## config.mk

```make
export PLATFORM = sky130hd
export DESIGN_NAME = number_to_ascii_formatter
export DESIGN_NICKNAME = d
export VERILOG_FILES = /design/src/hw/rtl/n2a_pkg.sv /design/src/hw/rtl/number_to_ascii_formatter.sv /design/src/hw/rtl/n2a_dec.sv
export SDC_FILE = /design/constraint.sdc
export NUM_CORES = 1
export LEC_CHECK = 0
export BUFFER_PORTS_ARGS = -buffer_cell sky130_fd_sc_hd__buf_2
export CORE_MARGIN = 3
export CORE_UTILIZATION = 40
export DETAILED_ROUTE_END_ITERATION = 16
export PLACE_DENSITY_LB_ADDON = 0.15
export SLEW_MARGIN = 5
export SYNTH_ARGS = -nofsm -noshare
export SYNTH_HDL_FRONTEND = slang
export SYNTH_SLANG_ARGS = --single-unit
```

## constraint.sdc

```tcl
create_clock -name clk -period 2.9 [get_ports clk]
set_clock_uncertainty 0.2 [all_clocks]
set_input_delay 0.29 -clock clk [delete_from_list [all_inputs] [get_ports clk]]
set_output_delay 0.29 -clock clk [all_outputs]
set_load 0.01 [all_outputs]
```

## src/hw/rtl/n2a_pkg.sv

```systemverilog
`timescale 1ns / 1ps
// Shared types and constants for the number-to-ASCII formatter.
package n2a_pkg;

	localparam logic [2:0] KIND_U8    = 3'd0;
	localparam logic [2:0] KIND_S8    = 3'd1;
	localparam logic [2:0] KIND_U16   = 3'd2;
	localparam logic [2:0] KIND_S16   = 3'd3;
	localparam logic [2:0] KIND_HEX8  = 3'd4;
	localparam logic [2:0] KIND_HEX16 = 3'd5;
	localparam logic [2:0] KIND_HEX32 = 3'd6;
	localparam logic [2:0] KIND_NONE  = 3'd7;

	localparam logic [7:0] ASCII_ZERO   = 8'h30;
	localparam logic [7:0] ASCII_MINUS  = 8'h2D;
	localparam logic [7:0] ASCII_HEX_OF = 8'h37; // 'A' - 10

	// decimal place index; the units place follows the four subtracted places
	localparam logic [2:0] PLACE_UNITS = 3'd4;

	// one digit handed from the decimal unit to the output stage
	typedef struct packed {
		logic       valid;
		logic [3:0] digit;
		logic       last;
	} dig_t;

	function automatic logic [15:0] place_value(input logic [1:0] idx);
		logic [15:0] pv;
		case (idx)
			2'd0: pv = 16'd10000;
			2'd1: pv = 16'd1000;
			2'd2: pv = 16'd100;
			2'd3: pv = 16'd10;
			default: pv = 16'd10;
		endcase
		return pv;
	endfunction

endpackage

```

## src/hw/rtl/number_to_ascii_formatter.sv

```systemverilog
`timescale 1ns / 1ps
// Top level of the number-to-ASCII formatter.
//
// Usage: present kind and value with start high; the item transfers on the
// rising edge where start is high and busy is low. The block then emits the
// ASCII characters of the number, most significant first, one per strobe:
// valid is high for exactly one cycle with character and last, and the
// receiver cannot hold it off. last marks the final character.
// Kinds: 0 u8, 1 s8, 2 u16, 3 s16 decimal; 4 hex8, 5 hex16, 6 hex32. Kind 7
// transfers but emits nothing and leaves busy low.
// Latency: a '-' for a negative decimal appears the cycle after transfer.
// Hex: one character per cycle from a nibble shift register; busy stays high
// while the nibbles shift out, and the next item can transfer once it drops.
// Decimal: the digit unit subtracts one place value per cycle; busy stays
// high while it works through the ten-thousands..tens places and then the
// units place. The last strobe shows in the same cycle that busy drops,
// and the next item may transfer in that cycle.
// Reset (arst_n low) clears the sequencer and drops any number in flight.
module number_to_ascii_formatter (
	input  logic        clk,
	input  logic        arst_n,
	input  logic        start,
	output logic        busy,
	input  logic [2:0]  kind,
	input  logic [31:0] value,
	output logic        valid,
	output logic [7:0]  character,
	output logic        last
);
	import n2a_pkg::*;

	localparam logic [1:0] ST_IDLE = 2'd0;
	localparam logic [1:0] ST_DEC  = 2'd1;
	localparam logic [1:0] ST_HEX  = 2'd2;

	logic [1:0]  state_q;
	logic [31:0] hex_sr_q;   // next nibble at the top
	logic [2:0]  hex_cnt_q;  // nibbles left minus one
	logic        valid_q;
	logic [7:0]  character_q;
	logic        last_q;

	logic        accept;
	logic        is_dec;
	logic        is_hex;
	logic        neg;
	logic [7:0]  mag8;
	logic [15:0] mag16;
	logic [15:0] dec_mag;
	logic [31:0] hex_load;
	logic [2:0]  hex_cnt_load;
	logic [3:0]  nib;
	logic [7:0]  hex_char;
	dig_t        dig;

	assign accept = start && !busy;
	assign busy   = (state_q != ST_IDLE);

	// magnitudes for the signed kinds; the most negative value wraps to itself
	// and reads correctly as unsigned
	always_comb begin
		mag8  = value[7] ? (~value[7:0] + 8'd1) : value[7:0];
		mag16 = value[15] ? (~value[15:0] + 16'd1) : value[15:0];
		is_dec       = 1'b0;
		is_hex       = 1'b0;
		neg          = 1'b0;
		dec_mag      = 16'd0;
		hex_load     = 32'd0;
		hex_cnt_load = 3'd0;
		case (kind)
			KIND_U8: begin
				is_dec  = 1'b1;
				dec_mag = {8'd0, value[7:0]};
			end
			KIND_S8: begin
				is_dec  = 1'b1;
				neg     = value[7];
				dec_mag = {8'd0, mag8};
			end
			KIND_U16: begin
				is_dec  = 1'b1;
				dec_mag = value[15:0];
			end
			KIND_S16: begin
				is_dec  = 1'b1;
				neg     = value[15];
				dec_mag = mag16;
			end
			KIND_HEX8: begin
				is_hex       = 1'b1;
				hex_load     = {value[7:0], 24'd0};
				hex_cnt_load = 3'd1;
			end
			KIND_HEX16: begin
				is_hex       = 1'b1;
				hex_load     = {value[15:0], 16'd0};
				hex_cnt_load = 3'd3;
			end
			KIND_HEX32: begin
				is_hex       = 1'b1;
				hex_load     = value;
				hex_cnt_load = 3'd7;
			end
			KIND_NONE: begin
				is_dec = 1'b0;
			end
			default: begin
				is_dec = 1'b0;
			end
		endcase
	end

	n2a_dec u_dec (
		.clk    (clk),
		.arst_n (arst_n),
		.start  (accept && is_dec),
		.mag    (dec_mag),
		.dig    (dig)
	);

	assign nib      = hex_sr_q[31:28];
	assign hex_char = (nib > 4'd9) ? ({4'd0, nib} + ASCII_HEX_OF) : ({4'd0, nib} + ASCII_ZERO);

	// sequencer
	always_ff @(posedge clk or negedge arst_n) begin
		if (!arst_n) begin
			state_q   <= ST_IDLE;
			hex_cnt_q <= 3'd0;
			valid_q   <= 1'b0;
		end else begin
			valid_q <= 1'b0;
			case (state_q)
				ST_IDLE: begin
					if (accept && is_dec) begin
						state_q <= ST_DEC;
						valid_q <= neg;
					end else if (accept && is_hex) begin
						state_q   <= ST_HEX;
						hex_cnt_q <= hex_cnt_load;
					end
				end
				ST_DEC: begin
					valid_q <= dig.valid;
					if (dig.valid && dig.last) begin
						state_q <= ST_IDLE;
					end
				end
				ST_HEX: begin
					valid_q   <= 1'b1;
					hex_cnt_q <= hex_cnt_q - 3'd1;
					if (hex_cnt_q == 3'd0) begin
						state_q <= ST_IDLE;
					end
				end
				default: begin
					state_q <= ST_IDLE;
				end
			endcase
		end
	end

	// payload: nibble shift line and output register
	always_ff @(posedge clk) begin
		if (accept) begin
			hex_sr_q    <= hex_load;
			character_q <= ASCII_MINUS;
			last_q      <= 1'b0;
		end else if (state_q == ST_HEX) begin
			hex_sr_q    <= {hex_sr_q[27:0], 4'd0};
			character_q <= hex_char;
			last_q      <= (hex_cnt_q == 3'd0);
		end else begin
			character_q <= {4'd0, dig.digit} + ASCII_ZERO;
			last_q      <= dig.last;
		end
	end

	assign valid     = valid_q;
	assign character = character_q;
	assign last      = last_q;

	// digits only come out while the sequencer waits on the decimal unit
	a_dig_in_dec: assert property (@(posedge clk) disable iff (!arst_n)
		dig.valid |-> (state_q == ST_DEC))
		else $error("decimal digit outside decimal state");

	// a transfer of a real kind makes the block busy on the next cycle
	a_busy_after: assert property (@(posedge clk) disable iff (!arst_n)
		(accept && (is_dec || is_hex)) |=> busy)
		else $error("busy did not rise after transfer");

	// finishing a number returns to idle with a strobed last character
	a_last_ends: assert property (@(posedge clk) disable iff (!arst_n)
		$fell(busy) |-> (valid && last))
		else $error("busy fell without a last character");

endmodule

```

## src/hw/rtl/n2a_dec.sv

```systemverilog
`timescale 1ns / 1ps
// Serial decimal digit generator: repeated subtraction, one step per cycle.
module n2a_dec (
	input  logic         clk,
	input  logic         arst_n,
	input  logic         start,
	input  logic [15:0]  mag,
	output n2a_pkg::dig_t dig
);
	import n2a_pkg::*;

	logic [15:0] rem_q;
	logic [2:0]  place_q;
	logic [3:0]  digit_q;
	logic        started_q;
	logic        run_q;
	logic [15:0] pv;
	logic        ge;
	logic        units;

	assign pv    = place_value(place_q[1:0]);
	assign units = (place_q == PLACE_UNITS);
	assign ge    = (rem_q >= pv);

	always_ff @(posedge clk or negedge arst_n) begin
		if (!arst_n) begin
			run_q     <= 1'b0;
			place_q   <= 3'd0;
			digit_q   <= 4'd0;
			started_q <= 1'b0;
		end else if (start) begin
			run_q     <= 1'b1;
			place_q   <= 3'd0;
			digit_q   <= 4'd0;
			started_q <= 1'b0;
		end else if (run_q) begin
			if (units) begin
				run_q <= 1'b0;
			end else if (ge) begin
				digit_q <= digit_q + 4'd1;
			end else begin
				started_q <= started_q | (digit_q != 4'd0);
				digit_q   <= 4'd0;
				place_q   <= place_q + 3'd1;
			end
		end
	end

	// remainder is payload
	always_ff @(posedge clk) begin
		if (start) begin
			rem_q <= mag;
		end else if (run_q && !units && ge) begin
			rem_q <= rem_q - pv;
		end
	end

	// a digit is out once its place stops subtracting; leading zeros dropped
	assign dig.valid = run_q && (units || (!ge && (started_q || digit_q != 4'd0)));
	assign dig.digit = units ? rem_q[3:0] : digit_q;
	assign dig.last  = run_q && units;

endmodule

```

== After elaboration in Yosys (flattened, before gate mapping) ==
Cells that the tools add are included.

* Eq/ne operators: 19
* Muxes and demuxes: 42
* Magnitude comparators: 2
* Reductions and logical operators: 30
* Bitwise gates (word level): 3
* Add/sub/neg operators: 9

{| class="wikitable"
|+ Operators with widths
! kind !! number
|-
| case mux 16 bit (4 select lines) || 2
|-
| case mux 32 bit (3 select lines) || 1
|-
| 2-to-1 mux 32 bit || 2
|-
| 2-to-1 mux 16 bit || 3
|-
| adder 4 x 6 -> 7 bit, second input constant || 3
|-
| 2-to-1 mux 4 bit || 5
|-
| 2-to-1 mux 3 bit || 6
|-
| adder 16 x 1 -> 16 bit, second input constant || 1
|-
| >= comparator 16 bit || 1
|-
| inverter 16 bit || 1
|-
| subtractor 16 bit || 1
|-
| 2-to-1 mux 7 bit || 2
|-
| equality test 3 bit, second input constant || 4
|-
| 2-to-1 mux 1 bit || 11
|-
| nonzero test 2 bit || 5
|-
| logical AND 1 bit || 9
|-
| case mux 3 bit (3 select lines) || 1
|-
| AND reduction 3 bit || 3
|-
| adder 8 x 1 -> 8 bit, second input constant || 1
|-
| 2-to-1 mux 2 bit || 4
|-
| 2-to-1 mux 8 bit || 1
|-
| != test 2 bit, second input constant || 4
|-
| inverter 8 bit || 1
|-
| equality test 2 bit, second input constant || 3
|-
| 22 further kinds || 30
|}

* Register bits after elaboration: 72
* Logic and storage cells: 116
* Bits of input ports: 38
* Output and inout port bits: 11

== Logic depth before layout (Yosys ltp) ==
* Depth in word-level cells: 10
* Gate-level depth with buffers: 11
* Gate-level depth less buffers: 11

== Modules after synthesis ==
From an unflattened synthesis, not the netlist that was laid out.

* Cells, all modules: 488
* Area total of the unflattened synthesis: 4754.6 um2

{| class="wikitable"
|+ Modules (own cells, without submodules)
! module !! area each (um2) !! instances !! cells each !! seq. area each (um2)
|-
| number_to_ascii_formatter || 2702.6 || 1 || 275 || 1271.2
|-
| n2a_dec || 2052.0 || 1 || 213 || 705.7
|}

== Worst setup path before layout ==
OpenSTA, ideal clock, no wires.

* Path kind: register -> register
* Start: register u_dec.place_q[1]
* End: register u_dec.rem_q[14] (data pin)
* Stages on the path, launching flop included: 11
* Data required time: 2435 ps
* Arrival time: 2501 ps
* Clock period less this slack: 2967 ps
* Path slack: -67 ps
* Path buffers: 0
* Library setup time: 265 ps
* Path through: dfrtp_1 -> inv_1 -> ha_1 -> inv_1 -> ha_1 -> a21oi_1 -> o21ai_0 -> a211oi_1 -> or2b_2 -> mux2i_1 -> or3_1

* Word-level cells in the longest chain between the ends: 5
* Elaborated cells on any way between the ends: 8
* Classes of those cells: add/sub: 1; eq/ne: 3; mux: 3; reduce/logical: 1

{| class="wikitable"
|+ RTL lines
! item !! RTL line !! text
|-
| start: declaration || n2a_dec.sv:13 || <nowiki>logic [2:0] place_q;</nowiki>
|-
| start signal: assignment || n2a_dec.sv:44 || <nowiki>place_q <= place_q + 3'd1;</nowiki>
|-
| equality test 2 bit, or another cell as far along || n2a_pkg.sv:30 || <nowiki>case (idx)</nowiki>
|-
| case mux 16 bit (4 select lines) (*) || n2a_pkg.sv:30 ||
|-
| subtractor 16 bit (*) || n2a_dec.sv:54 || <nowiki>rem_q <= rem_q - pv;</nowiki>
|-
| 2-to-1 mux 16 bit (*) || n2a_dec.sv:53 || <nowiki>end else if (run_q && !units && ge) begin</nowiki>
|-
| 2-to-1 mux 16 bit (*) || n2a_dec.sv:51 || <nowiki>if (start) begin</nowiki>
|-
| end signal: assignment || n2a_dec.sv:52 || <nowiki>rem_q <= mag;</nowiki>
|-
| end signal: assignment || n2a_dec.sv:54 ||
|-
| end: declaration || n2a_dec.sv:12 || <nowiki>logic [15:0] rem_q;</nowiki>
|}

Mark *: on every way between the ends. The rest lies on a longest branch, timed or not. The select of a mux whose other input is x is not followed.
A chain may end at the register's enable or synchronous reset.

== Worst setup path in the final report ==
* Start: register u_dec.place_q[0]
* End: register u_dec.rem_q[6] (enable)

* Word-level cells in the longest chain between the ends: 5
* Elaborated cells on any way between the ends: 11
* Classes of those cells: order compare: 1; eq/ne: 4; mux: 1; reduce/logical: 5

{| class="wikitable"
|+ RTL lines
! item !! RTL line
|-
| equality test 2 bit, or another cell as far along || n2a_pkg.sv:30
|-
| case mux 16 bit (4 select lines) or logical NOT 1 bit (tied branches) || n2a_pkg.sv:30, n2a_dec.sv:53
|-
| >= comparator 16 bit or logical AND 1 bit (tied branches) || n2a_dec.sv:23, n2a_dec.sv:53
|-
| logical AND 1 bit (*) || n2a_dec.sv:53
|-
| nonzero test 2 bit (no line) (*) || -
|}

Marked as above.

==> flow_metrics.py <==
metrics = {
    "drt": {
        "drtPass1Iterations": 5,
        "num_vias": 3871,
        "wl_um": 12200,
        "postRouteAntennaNets": 0,
        "drc": 0,
        "via_per_inst": 5.58,
        "wire_per_inst_um": 17.6,
        "drtIter0Drc": 319,
    },
    "clock_tree": {
        "path_clk_slew_ps": 90,
        "worstSkewPairLatency_ps": 360,
        "cts_inserted_buffers": 9,
        "htreeDepth": 3,
        "cts_tree": "built",
        "cts_root_buffer": "clkbuf_8",
        "clockBufferDepth": 2,
        "clock_sinks": 71,
    },
    "place": {
        "hpwl_um": 8450,
        "post_dp_cell_area_um2": 5000,
        "place_congestion": 0.900,
        "preCtsSetupSlack_ps": -114,
        "portBuffers": 47,
    },
    "finish": {
        "drive_gt1_share_pct": 28.7,
        "antenna_cells": 0,
        "area_delta_synth_final_pct": 27.2,
        "final_util_pct": 53.4,
        "postLayoutCellArea_um2": 5610,
        "nets": 616,
    },
    "min_path": {
        "min_from": "kind[2]",
        "hold_class": "input port to register",
    },
    "yosys": {
        "ys_types": 60,
        "yosysMostFrequentCell": "nand2_1",
        "yosysSeqAreaShare_pct": 44.8,
        "syn_area_um2": 4410,
        "yosys.area.top_type_share_pct": 32.7,
        "synth_edf_count": 48,
        "synth_area_leaders": "edfxtp_1 (33%), dfrtp_1 (8.5%), ha_1 (6.8%)",
        "syn-mean-instance-area_um2": 9.44,
        "yosys-top-cells-count": "nand2_1 (56), edfxtp_1 (48), a21oi_1 (44), o21ai_0 (39), nor2_1 (35)",
        "ys_ff_latch": 71,
        "syn-num-nets": 530,
        "synth_largest_area_cell": "edfxtp_1",
        "yosysWarnings": 0,
        "async_flop_share_pct": 21.1,
        "syn_inst": 467,
        "ys.flop_type": "edfxtp_1",
    },
    "die": {
        "start_util_pct": 42.0,
        "io_pins": 49,
        "die-area_um2": 12300,
        "die_w_um": 111,
        "fp.dieH_um": 111,
        "core_um2": 10500,
        "num_rows": 37,
    },
    "sta": {
        "worst_pin_slew_ps": 683,
        "fmax_ghz": 0.344,
        "period_share_pct": 100,
        "setup_violations": 7,
        "timing.final.hold_violations": 0,
        "worst_hold_slack_ps": 98.9,
        "final.setup.worst_slack_ps": -4.92,
        "period_needed_ps": 2900,
        "rsz0062_at_grt": "true",
        "drv_slew": 0,
        "relSlewSlack_pct": 54.4,
    },
    "worst_setup_path": {
        "crit_buf_inv": 5,
        "r2r_start": "u_dec.place_q[0]",
        "cp-start-kind": "register",
        "max_stage_delay_ps": 480,
        "endpoint_kind": "register",
        "slowest_stage": "dfrtp_2",
        "critPathTopFamily": "simple AND/OR/NAND/NOR gates",
        "path_class": "register to register",
        "critPathMaxFanout": 7,
        "cp-startpoint": "u_dec.place_q[0]",
        "required_ps": 2830,
        "arrival_ps": 2840,
        "critical_path.cell_chain": "inv_4 -> ha_4 -> inv_2 -> buf_4 -> ha_4 -> or3_4 -> o2bb2ai_4 -> nor4_4 -> buf_4 -> nand2_4 -> nand2_1 -> nand2_2 -> clkbuf_16",
    },
    "status": {
        "violations": "negative setup slack",
        "status": "finished with violations",
    },
    "global_route": {
        "grt_pass1_wl_um": 19100,
        "grt_max_degree": 33,
        "overflow": 0,
        "grt_pass1_vias": 3676,
        "antenna_found_initial": 0,
        "grt_usage_pct": 19.5,
    },
    "pwr": {
        "power_density_nw_per_um2": 1240,
        "p_total_uw": 6970,
        "vdd_ir_drop_max_v": 0.000555,
        "p_leak_uw": 0.00230,
    },
    "run": {
        "maxCapViolCount": 0,
    },
}
-- timing repair --
action / in CTS / in global routing
endpoints found under the setup margin: 18 / 26
resized for setup: 8 / 52
hold endpoints to repair: 15 / 0
hold buffers: 1 / 0
cloned: 0 / 1
pin swaps: 5 / 20
buffers inserted: 8 / 8
-- flip-flops by register name, indices dropped and copies added, names as in the netlist --
name             count
hex_sr_q            32
u_dec.rem_q         16
character            7
u_dec.digit_q        4
hex_cnt_q            3
u_dec.place_q        3
state_q              2
last                 1
u_dec.run_q          1
u_dec.started_q      1
valid                1
-- layout make-up --
class,count,area [µm²]
flip-flops and latches,71,1980
inverters,21,86.3
clock buffers,10,138
well taps,136,170
multi-input cells,356,2550
clock inverters,6,42.5
repair buffers,94,639
fillers,966,4900
-- cell usage in the layout (no fill, tap or decap), types with 3 or more instances in the layout --
master	n
o21ai_0	35
dfxtp_1	8
buf_6	5
ha_1	12
edfxtp_1	48
or3_1	4
o31ai_1	5
a31oi_1	4
nand2_1	53
xor2_1	11
buf_4	39
nand3_1	11
ha_4	12
and3_1	3
a21oi_2	4
o22ai_1	5
buf_2	47
nand4b_1	3
nand2b_1	6
dfrtp_1	13
o211ai_1	5
nor2b_1	9
nand3b_1	3
mux2i_1	6
xnor2_1	9
inv_1	17
nor2_1	35
and2_1	6
a21oi_1	40
nor3_1	6
nand2_2	3
clkbuf_8	10
a22oi_1	9
inv_4	4
a22o_1	11
-- layer usage --
layer	routed length [µm]	vias to the layer above	global-route usage, %
met1	5610	1847	28.0
li1	-	1876	-
met2	5630	130	29.0
met3	735	18	3.60
met5	0	-	0
met4	259	0	7.22
-- cells by family after synthesis --
logic type	share of synthesized area, %
AOI/OAI and AO/OA	19.4
DFF	44.8
and+or+nand+nor	19.2
buffers and inverters	3.52
muxes	1.36
adders and majority gates	7.26
other	0.0850
xor gates and xnor gates	4.34
-- power breakdown --
group | internal, µW | total (µW) | switching (µW)
combinational | 2020 | 4140 | 2120
clock | 339 | 761 | 422
sequential | 1800 | 2070 | 277
-- stage by stage --
step                std cells  TNS, ps
detailed placement        661     -147
global placement          661    -64.9
global route              694    -1550
floorplan                 467        0
CTS                       685        0
finish                    694    -22.0
-- final timing paths --
kind	end	slack [ps]	cells after the start
max in group asynchronous	u_dec.place_q[1]	2040	2
max	u_dec.rem_q[6]	-5	13
min	state_q[1]	100	3
min in group asynchronous	u_dec.started_q	170	2
min reg2reg	hex_cnt_q[0]	290	1
max reg2reg	u_dec.rem_q[6]	-5	13
-- worst register-to-register path, cell delays in order (launching register included) --
cell and delay (ps):
dfrtp_2 480, inv_4 110, ha_4 140, inv_2 50
buf_4 150, ha_4 170, or3_4 420, o2bb2ai_4 160
nor4_4 200, buf_4 180, nand2_4 60, nand2_1 70
nand2_2 100, clkbuf_16 200
(Power assumes the default switching activity.)
